File: src/hdl/itb_pkg.sv
package itb_pkg;

   localparam int SLOTS_DEFAULT = 32;
   localparam logic [30:0] OVR_MAX = 31'h7fffffff;
   localparam logic [63:0] U64_MAX = 64'hffffffffffffffff;

   localparam logic [2:0] REQ_CREATE = 3'd0;
   localparam logic [2:0] REQ_DELETE = 3'd1;
   localparam logic [2:0] REQ_SETTIME = 3'd2;
   localparam logic [2:0] REQ_GETTIME = 3'd3;
   localparam logic [2:0] REQ_TICK = 3'd4;
   localparam logic [2:0] REQ_STOP = 3'd5;
   localparam logic [2:0] REQ_START = 3'd6;

   localparam logic [1:0] ST_OK = 2'd0;
   localparam logic [1:0] ST_BAD_SLOT = 2'd1;
   localparam logic [1:0] ST_FULL = 2'd2;

   typedef struct packed {
      logic [2:0]  req_type;
      logic [4:0]  timer_index;
      logic        abs_time;
      logic [63:0] new_value;
      logic [63:0] new_interval;
      logic [63:0] current_time;
   } req_word_type;

   typedef struct packed {
      logic [1:0]  status;
      logic [4:0]  slot_index;
      logic        fired;
      logic [30:0] overruns;
      logic [63:0] remaining;
      logic [63:0] interval;
      logic        last;
   } rsp_word_type;

   function automatic logic [63:0] sat_add(input logic [63:0] a, input logic [63:0] b);
      logic [64:0] s;
      s = {1'b0, a} + {1'b0, b};
      return s[64] ? U64_MAX : s[63:0];
   endfunction

endpackage

File: src/hdl/itb_divider.sv
// Restoring divider, one quotient bit per cycle: q = n / d, r = n % d.
module itb_divider
   import itb_pkg::*;
(
   input  logic        clock,
   input  logic        reset,
   input  logic        start,
   input  logic [63:0] numer,
   input  logic [63:0] denom,
   output logic        done,
   output logic [63:0] quot,
   output logic [63:0] rem
);
   logic [63:0] q_ff, q_in;
   logic [63:0] r_ff, r_in;
   logic [63:0] d_ff, d_in;
   logic [6:0]  cnt_ff, cnt_in;
   logic        run_ff, run_in;
   logic        done_ff, done_in;
   logic [64:0] trial;

   always_comb begin
      q_in = q_ff;
      r_in = r_ff;
      d_in = d_ff;
      cnt_in = cnt_ff;
      run_in = run_ff;
      done_in = 1'b0;
      trial = {r_ff, q_ff[63]} - {1'b0, d_ff};
      if (start) begin
         q_in = numer;
         r_in = '0;
         d_in = denom;
         cnt_in = 7'd64;
         run_in = 1'b1;
      end else if (run_ff) begin
         if (!trial[64]) begin
            r_in = trial[63:0];
            q_in = {q_ff[62:0], 1'b1};
         end else begin
            r_in = {r_ff[62:0], q_ff[63]};
            q_in = {q_ff[62:0], 1'b0};
         end
         cnt_in = cnt_ff - 7'd1;
         if (cnt_ff == 7'd1) begin
            run_in = 1'b0;
            done_in = 1'b1;
         end
      end
   end

   always_ff @(posedge clock) begin
      if (reset) begin
         run_ff <= 1'b0;
         done_ff <= 1'b0;
         cnt_ff <= '0;
      end else begin
         run_ff <= run_in;
         done_ff <= done_in;
         cnt_ff <= cnt_in;
      end
      q_ff <= q_in;
      r_ff <= r_in;
      d_ff <= d_in;
   end

   assign done = done_ff;
   assign quot = q_ff;
   assign rem = r_ff;
endmodule

File: config.mk
export PLATFORM = sky130hd
export DESIGN_NAME = itb_divider
export DESIGN_NICKNAME = d
export VERILOG_FILES = /design/src/hdl/itb_pkg.sv /design/src/hdl/itb_divider.sv
export SDC_FILE = /design/constraint.sdc
export NUM_CORES = 1
export LEC_CHECK = 0
export BUFFER_PORTS_ARGS = -buffer_cell sky130_fd_sc_hd__buf_2
export CORE_ASPECT_RATIO = 0.75
export CORE_MARGIN = 5
export CORE_UTILIZATION = 25
export CTS_BUF_LIST = sky130_fd_sc_hd__clkbuf_2
export CTS_CLUSTER_DIAMETER = 50
export DETAILED_ROUTE_END_ITERATION = 7
export GPL_ROUTABILITY_DRIVEN = 0
export PLACE_DENSITY = 0.4
export RECOVER_POWER = 50
export SETUP_SLACK_MARGIN = 0.3
export SLEW_MARGIN = 10
export SYNTH_ARGS = -nofsm -noshare
export SYNTH_HDL_FRONTEND = slang
export SYNTH_SLANG_ARGS = --single-unit
File: constraint.sdc
create_clock -name clock -period 4 [get_ports clock]
set_clock_uncertainty 0.15 [all_clocks]
set_input_delay 0.6 -clock clock [delete_from_list [all_inputs] [get_ports clock]]
set_output_delay 0.6 -clock clock [all_outputs]
set_load 0.005 [all_outputs]
==> results.yml, run 1 <==
clock_tree:
  cts_max_path_buffers: 3
  clk_pin_slew_worst_paths_ps: 100
  tritoncts_num_sinks: 201
  numCtsBuffers: 60
  cts_root_buffer: "clkbuf_2"
  clock_tree.htree_level_count: 2
  cts_tree: "built"
  worstSkewPairLatency_ps: 1000
sta:
  hold_violations: 0
  final.setup.worst_slack_ps: 457
  hold-worst-slack_ps: 212
  slew_headroom_pct: -51.1
  tightest_slew_ps: 2270
  final_max_slew_viol_count: 240
  finalSetupViolations: 0
  min_period_over_period_pct: 88.6
  maxClockFrequency_mhz: 282
  fin_tns_setup_ps: 0
  min_period_ps: 3540
  rsz0062_at_grt: "yes"
layout:
  layout.nets: 1853
  final_layout_size_suffix_gt1_share_pct: 28.7
  final_util_pct: 34.9
  fillCellCount: 4969
  finalInstanceArea_um2: 16500
  areaGrowthSynthToFinish_pct: 37.6
global_routing:
  grt_start_max_net_pins: 88
  grt_pass1_wl_um: 62300
  gr-total-overflow: 0
  groute.usage.overall_pct: 14.7
  grt_pass1_vias: 11000
  antenna_found_initial: 4
placement:
  placed_area_um2: 14100
  i_o_buffers: 259
  detailedPlace.worstSlack_ps: 295
  hpwlAfterDp_um: 28900
yosys:
  yosys_warnings: 0
  synthTopCellsByCount: "128 x edfxtp_1, 112 x nor2_1, 91 x inv_1"
  netlist_area_um2: 12000
  synth_seq_area_share_pct: 44.2
  synth_fp_nets: 1388
  yosys.cell_types.count: 73
  synthesis.area_per_instance_um2: 10.1
  synth_register_bits: 201
  post_synth_top_area_cell: "edfxtp_1"
  synth_async_sr_flop_share_pct: 0
  synth_enable_flop_cells: 128
  post-synth-top-count-cell: "edfxtp_1"
  synth_cells: 1190
  synthDominantCellAreaShare_pct: 32.0
  synth.area.top_cells: "edfxtp_1 32%, dfxtp_1 12%, ha_1 6.9%, mux2_2 5.9%, mux2i_1 4.3%"
  synth_ff_type: "edfxtp_1"
status:
  run_status: "finished with violations"
  failed_checks: "capacitance limit, slew limit"
critical_path:
  cp_data_arrival_time_ps: 3950
  path_buf_inv: 4
  crit_family: "buffers and inverters"
  critical_path.max_stage_delay_ps: 1630
  worstSetupEndpointType: "register"
  cp_common_cell: "clkbuf_1"
  crit_required_ps: 4410
  startpoint_type: "input port"
  crit_chain: "dlygate4sd3_1 > clkbuf_1 > clkbuf_2 > clkbuf_1"
  timing_worst_setup_path_type: "in -> reg"
  cp_max_fo: 87
  crit_slowest_cell: "clkbuf_2"
power_and_ir_drop:
  max-vdd-ir-drop_v: 0.000212
  p_leak_nw: 7.16
  cellInternalPower_mw: 4.00
  power_switching_share_pct: 34.7
  share_clk_of_total_power_pct: 28.4
  seq_power_share_pct: 41.9
  power.combinational.fraction_pct: 29.7
  p_switching_mw: 2.12
  pwr_density_cell_nw_per_um2: 371
floorplanning:
  initial_util_pct: 25.3
  ports: 260
  die_w_um: 263
  placementRows: 69
  chipHeight_um: 200
  core_area_um2: 47400
  dieArea_um2: 52500
min_path:
  worst_hold_path_type: "in -> reg"
flow_run:
  maxcap_violations: 3
detailed_routing:
  wl_per_cell_um: 17.0
  post-route-drc-count: 0
  dr.first_iter.drc_count: 597
  postRouteAntennaNets: 0
  detailedRoute.firstPassIterationCount: 5
  vias: 10800
  viasPerCell: 4.59
  wl_um: 39900
[power by group through the flow]
stage	registers [mW]	clock network (mW)	logic [mW]
after global routing	2.59	1.99	2.02
after detailed placement	2.61	0	1.65
after floorplan	2.57	0	1.10
after global placement	2.61	0	1.66
final	2.56	1.74	1.82
after CTS	2.57	1.89	1.80
[sequential cells by signal, summed over array words and instances, names as in the netlist]
signal	cells
d_ff	64
run_ff	1
rem	64
quot	64
done	1
cnt_ff	7
[what timing repair did]
item                                   CTS  global route
cloned                                   0             1
endpoints found under the hold margin  227             0
hold buffers                           174             0
pin swaps                                1             7
buffers inserted                         2             3
setup endpoints to repair               31            50
resized for setup                        2            24
[routing by layer]
metal  up-vias  share of wire (%)  GRT usage [%]
met5         -              0.068              0
met4         4                2.2           4.18
met3        73                6.7           4.44
met2       294                 41           21.6
met1      5057                 50           20.9
li1       5341                  -              -
[metrics by stage]
step                      std cells  total power, mW
after global routing           2345             6.60
final                          2345             6.13
after detailed placement       2052             4.26
after floorplan                1190             3.67
after global placement         2052             4.27
after CTS                      2340             6.25
[cell families after synthesis]
| family | Yosys count | synth area share [%] |
|---|---|---|
| adders and majority gates | 67 | 7.05 |
| buffers and inverters | 153 | 5.57 |
| and+or+nand+nor | 293 | 11.3 |
| AOI/OAI and AO/OA | 300 | 17.2 |
| xor gates and xnor gates | 62 | 4.52 |
| muxes | 114 | 10.2 |
| DFF | 201 | 44.2 |
[cells in the final DEF (no fill, tap or decap), drive strengths merged, types with 4 or more instances in the layout]
| master | n |
|---|---|
| or2 | 4 |
| o21a | 15 |
| nand4 | 21 |
| dfxtp | 73 |
| dlygate4sd3 | 174 |
| o21ai | 43 |
| and2 | 4 |
| a21o | 28 |
| o21bai | 14 |
| nor4 | 5 |
| inv | 93 |
| a41oi | 4 |
| a311oi | 6 |
| nor3 | 21 |
| a211oi | 61 |
| buf | 283 |
| xor2 | 23 |
| xnor2 | 39 |
| a31oi | 8 |
| a21oi | 78 |
| mux2i | 51 |
| o31ai | 9 |
| mux2 | 63 |
| nor2b | 5 |
| nor2 | 112 |
| and3 | 12 |
| nand2 | 72 |
| edfxtp | 128 |
| clkbuf | 95 |
| nand3 | 19 |
| clkinv | 21 |
| nand2b | 4 |
| or3 | 4 |
| a221o | 4 |
| o2111ai | 5 |
| ha | 66 |
[layout make-up]
| cell class | count | area, um^2 | area share, % |
|---|---|---|---|
| timing repair buffer | 464 | 3320 | 20.1 |
| multi-input combinational | 836 | 6140 | 37.2 |
| tap | 639 | 800 | 4.84 |
| antenna | 1 | 2.50 | 0.0151 |
| inverter | 92 | 345 | 2.09 |
| sequential | 201 | 5310 | 32.1 |
| clock inverter | 24 | 156 | 0.947 |
| clock buffer | 88 | 440 | 2.67 |
[final timing paths]
| path | startpoint | end | slack (ps) | cells after the start |
|---|---|---|---|---|
| setup / recovery | start | d_ff[16] | 460 | 4 |
| hold / removal | denom[1] | d_ff[1] | 210 | 2 |
| setup reg to reg | quot[63] | rem[48] | 460 | 14 |
| hold reg to reg | cnt_ff[1] | cnt_ff[1] | 360 | 2 |
No activity file was read; power rests on OpenSTA's default activity.
==> run 2: changes to the inputs <==
--- a/config.mk
+++ b/config.mk
@@ -6,14 +6,12 @@
 export NUM_CORES = 1
 export LEC_CHECK = 0
 export BUFFER_PORTS_ARGS = -buffer_cell sky130_fd_sc_hd__buf_2
-export CORE_ASPECT_RATIO = 0.75
 export CORE_MARGIN = 5
 export CORE_UTILIZATION = 25
 export CTS_BUF_LIST = sky130_fd_sc_hd__clkbuf_2
 export CTS_CLUSTER_DIAMETER = 50
 export DETAILED_ROUTE_END_ITERATION = 7
 export GPL_ROUTABILITY_DRIVEN = 0
-export PLACE_DENSITY = 0.4
 export RECOVER_POWER = 50
 export SETUP_SLACK_MARGIN = 0.3
 export SLEW_MARGIN = 10
==> run 2 against run 1 <==
The flow still finishes with violations (capacitance limit, slew limit). Cell area shrank 2.5%. Largest power group unchanged. Power is 3.2% lower. Via count grew 0.34%. Clock power is 9% lower. Clock-buffer cell count decreased by 1.
==> results.yml, run 2 (synthesized netlist as in run 1, its figures left out) <==
status:
  run_status: "finished with violations"
  failed_checks: "capacitance limit, slew limit"
critical_path:
  critical_r2r_capture: "rem[61]"
  timing.rr.start: "d_ff[10]"
  timing_worst_setup_path_type: "reg -> reg"
  cp_max_fo: 7
  crit_required_ps: 4710
  ff2ff_path_depth: 14
  cp_data_arrival_time_ps: 4260
  startpoint_type: "register"
  rrSetupSlack_ps: 450
  worstSetupEndpointType: "register"
global_routing:
  antenna_found_initial: 6
  grt_pass1_wl_um: 61600
  grt_start_max_net_pins: 152
  groute.usage.overall_pct: 14.5
  grt_pass1_vias: 11300
  gr-total-overflow: 0
sta:
  min_period_ps: 3550
  tightest_slew_ps: 2070
  finalSetupViolations: 0
  final.setup.worst_slack_ps: 451
  final_max_slew_viol_count: 152
  hold_violations: 0
  maxClockFrequency_mhz: 282
  slew_headroom_pct: -37.7
  min_period_over_period_pct: 88.7
  fin_tns_setup_ps: 0
  hold-worst-slack_ps: 183
  rsz0062_at_grt: "no"
detailed_routing:
  vias: 10800
  detailedRoute.firstPassIterationCount: 5
  post-route-drc-count: 0
  viasPerCell: 4.71
  postRouteAntennaNets: 0
  wl_um: 39600
  dr.first_iter.drc_count: 600
  wl_per_cell_um: 17.3
clock_tree:
  cts_root_buffer: "clkbuf_2"
  tritoncts_num_sinks: 201
  worstSkewPairLatency_ps: 1010
  clock_tree.htree_level_count: 2
  cts_max_path_buffers: 3
  numCtsBuffers: 60
  clk_pin_slew_worst_paths_ps: 90
  cts_tree: "built"
layout:
  finalInstanceArea_um2: 16100
  final_layout_size_suffix_gt1_share_pct: 28.4
  layout.cells.most_common: "buf_2"
  final_cells: 2295
  areaGrowthSynthToFinish_pct: 34.2
  layout.nets: 1822
  top_library_cells_by_usage_in_the_layout_fill_and_taps_aside: "250 x buf_2, 139 x dlygate4sd3_1, 128 x edfxtp_1"
  fillCellCount: 4914
placement:
  detailedPlace.worstSlack_ps: 260
  numPlacedInstances: 2027
  placed_area_um2: 14000
  i_o_buffers: 259
  hpwlAfterDp_um: 28500
floorplanning:
  die_w_um: 229
  dieArea_um2: 52500
  ports: 260
  placementRows: 80
  chipHeight_um: 229
  initial_util_pct: 25.2
  core_area_um2: 47600
power_and_ir_drop:
  max-vdd-ir-drop_v: 0.000248
  p_leak_nw: 6.97
  pwr_density_cell_nw_per_um2: 368
min_path:
  worst_hold_path_type: "in -> reg"
  min-delay-start: "denom[9]"
  hold_path_depth: 2
  worstHoldEndpoint: "d_ff[9]"
flow_run:
  maxcap_violations: 1
==> run 2: cell types whose count changed in the layout (fill, tap and decap cells not counted), sizes merged <==
cell	change
diode	+5
inv	-1
and2	+1
buf	-2
bufinv	-2
clkdlybuf4s25	+1
clkinv	+3
clkinvlp	+1
dlygate4sd3	-35
clkbuf	+3
==> run 2: per-layer routing <==
metal,share of wire [%],track usage (%)
met1,43,17.5
met2,46,24.1
met3,8.3,4.72
met4,2.8,5.32
met5,0,0
==> run 2: how the worst max path moves through the flow <==
stage	startpoint	to	cells past startpoint	slack, ps
2_1_floorplan	quot[63]	rem[62]	15	820
3_3_place_gp	quot[63]	rem[28]	14	390
3_5_place_dp	quot[63]	rem[28]	14	260
4_1_cts	quot[63]	rem[50]	14	300
5_1_grt	d_ff[55]	rem[44]	14	220
6_report	d_ff[10]	rem[61]	14	450
==> run 2: stage by stage <==
step | total power [mW] | util (%)
after global placement | 4.21 | 29.4
after CTS | 6.00 | 33.6
after detailed placement | 4.23 | 29.4
after floorplan | 3.67 | -
after global routing | 6.34 | 33.8
final | 5.93 | 33.8
==> run 2: critical path, stage by stage, from the launching register on <==
cell and delay, ps:
edfxtp_1 340, inv_1 60, ha_2 390, nand4_1 120, or2_1 310, a2111oi_4 360
o31ai_1 100, buf_4 170, a31oi_4 260, a211oi_1 140, buf_4 170, o311ai_2 320
xor2_1 190, mux2i_1 100, a211oi_1 220
==> run 2: cell type report <==
type                       instances  area (um^2)  area share [%]
antenna                            6         15.0          0.0932
clock buffer                      87          435            2.70
clock inverter                    25          110           0.684
inverter                          92          345            2.14
multi-input combinational        837         6140            38.1
sequential                       201         5310            33.0
tap                              615          769            4.78
timing repair buffer             432         2980            18.5
==> run 2: timing repair <==
item                                    CTS  global route
hold buffers                            139             0
pin swaps                                 0             4
endpoints found under the setup margin   34            61
gates cloned                              1             0
resized for setup                         4            22
buffers inserted                          3             7
hold endpoints to repair                160             0
==> run 2: report_power, final <==
| part | total, mW | switching, mW | leakage (nW) | internal [mW] |
|---|---|---|---|---|
| sequential | 2.55 | 0.134 | 1.87 | 2.42 |
| combinational | 1.80 | 0.976 | 4.68 | 0.821 |
| clock | 1.58 | 0.981 | 0.416 | 0.597 |
| total | 5.93 | 2.09 | 6.97 | 3.84 |
==> run 3: changes to the inputs <==
--- a/config.mk
+++ b/config.mk
@@ -5,11 +5,13 @@
 export SDC_FILE = /design/constraint.sdc
 export NUM_CORES = 1
 export LEC_CHECK = 0
+export ABC_AREA = 1
 export BUFFER_PORTS_ARGS = -buffer_cell sky130_fd_sc_hd__buf_2
 export CORE_MARGIN = 5
 export CORE_UTILIZATION = 25
 export CTS_BUF_LIST = sky130_fd_sc_hd__clkbuf_2
 export CTS_CLUSTER_DIAMETER = 50
+export CTS_CLUSTER_SIZE = 8
 export DETAILED_ROUTE_END_ITERATION = 7
 export GPL_ROUTABILITY_DRIVEN = 0
 export RECOVER_POWER = 50
==> run 3 against run 2 <==
The run still ends with capacitance limit, slew limit left. Power decreased by 20%. Synthesized area increased by 20%. Register-to-register slack improved by 80 ps. Flip-flop and latch count unchanged. Sequential share of layout area decreased by 4.2 points. Cell area increased by 14%. Worst setup slack got worse by 57 ps. Combinational power decreased by 57%. Clock-buffer cell count decreased by 35. Sequential power decreased by 5%. Largest power group unchanged.
==> results.yml, run 3 <==
critical_path:
  rrSetupSlack_ps: 530
  critical_r2r_capture: "quot[0]"
  ff2ff_path_depth: 19
  cp_data_arrival_time_ps: 4130
  timing.rr.start: "quot[63]"
  worstSetupEndpointType: "register"
  cp_max_fo: 39
  timing_worst_setup_path_type: "in -> reg"
  crit_required_ps: 4530
  startpoint_type: "input port"
floorplanning:
  initial_util_pct: 25.1
  dieArea_um2: 62700
  chipHeight_um: 250
  ports: 260
  placementRows: 88
  core_area_um2: 57500
  die_w_um: 250
sta:
  final.setup.worst_slack_ps: 394
  fin_tns_setup_ps: 0
  hold-worst-slack_ps: 212
  hold_violations: 0
  final_max_slew_viol_count: 89
  min_period_ps: 3610
  rsz0062_at_grt: "no"
  tightest_slew_ps: 1670
  min_period_over_period_pct: 90.1
  maxClockFrequency_mhz: 277
  slew_headroom_pct: -11.1
  finalSetupViolations: 0
layout:
  final_layout_size_suffix_gt1_share_pct: 12.8
  finalInstanceArea_um2: 18400
  areaGrowthSynthToFinish_pct: 27.7
  layout.nets: 2915
  final_cells: 3513
  final_util_pct: 32.1
  top_library_cells_by_usage_in_the_layout_fill_and_taps_aside: "1095 x nand2_1, 502 x inv_1, 250 x buf_2"
  layout.cells.most_common: "nand2_1"
global_routing:
  grt_start_max_net_pins: 91
  groute.usage.overall_pct: 15.9
  grt_pass1_vias: 14600
  grt_pass1_wl_um: 80200
  antenna_found_initial: 4
  gr-total-overflow: 0
clock_tree:
  tritoncts_num_sinks: 201
  clock_tree.htree_level_count: 2
  clk_pin_slew_worst_paths_ps: 170
  post_cts_resized: 0
  cts_root_buffer: "clkbuf_2"
  cts_tree: "built"
  cts_max_path_buffers: 3
  numCtsBuffers: 38
  worstSkewPairLatency_ps: 950
yosys:
  synth.area.top_cells: "nand2_1 28%, edfxtp_1 27%, inv_1 13%, dfxtp_1 10%, ha_1 5.7%"
  synth_enable_flop_cells: 128
  synth_seq_area_share_pct: 36.7
  synth_fp_nets: 2506
  yosys_warnings: 0
  yosys.cell_types.count: 38
  post-synth-top-count-cell: "nand2_1"
  synth_ff_type: "edfxtp_1"
  synthesis.area_per_instance_um2: 6.25
  synthTopCellsByCount: "1095 x nand2_1, 502 x inv_1, 128 x edfxtp_1"
  synthDominantCellAreaShare_pct: 28.5
  netlist_area_um2: 14400
  synth_async_sr_flop_share_pct: 0
  synth_cells: 2308
  post_synth_top_area_cell: "nand2_1"
  synth_register_bits: 201
min_path:
  hold_path_depth: 2
  worstHoldEndpoint: "d_ff[57]"
  min-delay-start: "denom[57]"
  worst_hold_path_type: "in -> reg"
status:
  run_status: "finished with violations"
  failed_checks: "capacitance limit, slew limit"
detailed_routing:
  wl_um: 50900
  detailedRoute.firstPassIterationCount: 5
  post-route-drc-count: 0
  viasPerCell: 4.20
  postRouteAntennaNets: 0
  dr.first_iter.drc_count: 1000
  vias: 14700
  wl_per_cell_um: 14.5
flow_run:
  maxcap_violations: 2
power_and_ir_drop:
  pwr_density_cell_nw_per_um2: 256
  p_leak_nw: 10.5
  seq_power_share_pct: 51.5
  power_switching_share_pct: 29.8
  max-vdd-ir-drop_v: 0.000186
  p_switching_mw: 1.40
  cellInternalPower_mw: 3.31
  share_clk_of_total_power_pct: 32.3
  power.combinational.fraction_pct: 16.3
  design_power_total_mw: 4.72
placement:
  hpwlAfterDp_um: 40000
  numPlacedInstances: 3300
  detailedPlace.worstSlack_ps: 722
  i_o_buffers: 259
  placed_area_um2: 16600
-- run 3: worst max-delay path by stage --
stage,from,end,slack [ps],depth (start not counted)
floorplan,start,quot[0],940,5
global placement,quot[63],rem[29],830,20
detailed placement,quot[63],rem[47],720,20
CTS,quot[63],quot[0],570,19
global route,start,quot[13],280,6
finish,start,quot[13],390,6
-- run 3: kinds of logic after synthesis --
logic type	after synthesis	share of synthesized area, %
simple gates	1383	38.0
flops	201	36.7
buf+inv	556	14.9
fa+ha+maj	67	5.86
compound gates	70	2.56
xor+xnor	31	1.88
-- run 3: per-layer routing --
layer	routed length [um]	part of all wire, %	GRT usage (%)	vias to the layer above
met2	22700	45	26.1	517
li1	-	-	-	7692
met3	3760	7.4	3.46	94
met1	22700	45	20.7	6441
met4	1730	3.4	5.47	2
met5	13	0.026	0	-
-- run 3: final cells by class --
type                    instances  area, um^2
well taps                     765         957
inverters                     513        1930
clock buffers                  52         260
repair buffers                412        2790
diodes                          3        7.51
multi-input cells            1551        6990
flip-flops and latches        201        5310
fillers                      6431       39000
clock inverters                16         199
-- run 3: repair_timing --
| action | 4_1_cts | 5_1_grt |
|---|---|---|
| setup buffers | 0 | 0 |
| hold endpoints to repair | 140 | 0 |
| hold buffers | 142 | 0 |
-- run 3: worst max-delay path, stage by stage --
cell and delay (ps):
dlygate4sd3_1 550, clkbuf_1 1180, inv_1 1100, buf_4 470, nand2_1 110, nand2_1 70
-- run 3: power groups by stage --
stage                     combinational [mW]  clock, mW  sequential (mW)
after floorplan                        0.367          0             2.46
after global placement                 0.658          0             2.47
after detailed placement               0.663          0             2.46
after CTS                              0.773       1.62             2.42
after global routing                   0.864       1.70             2.44
final                                  0.767       1.52             2.43
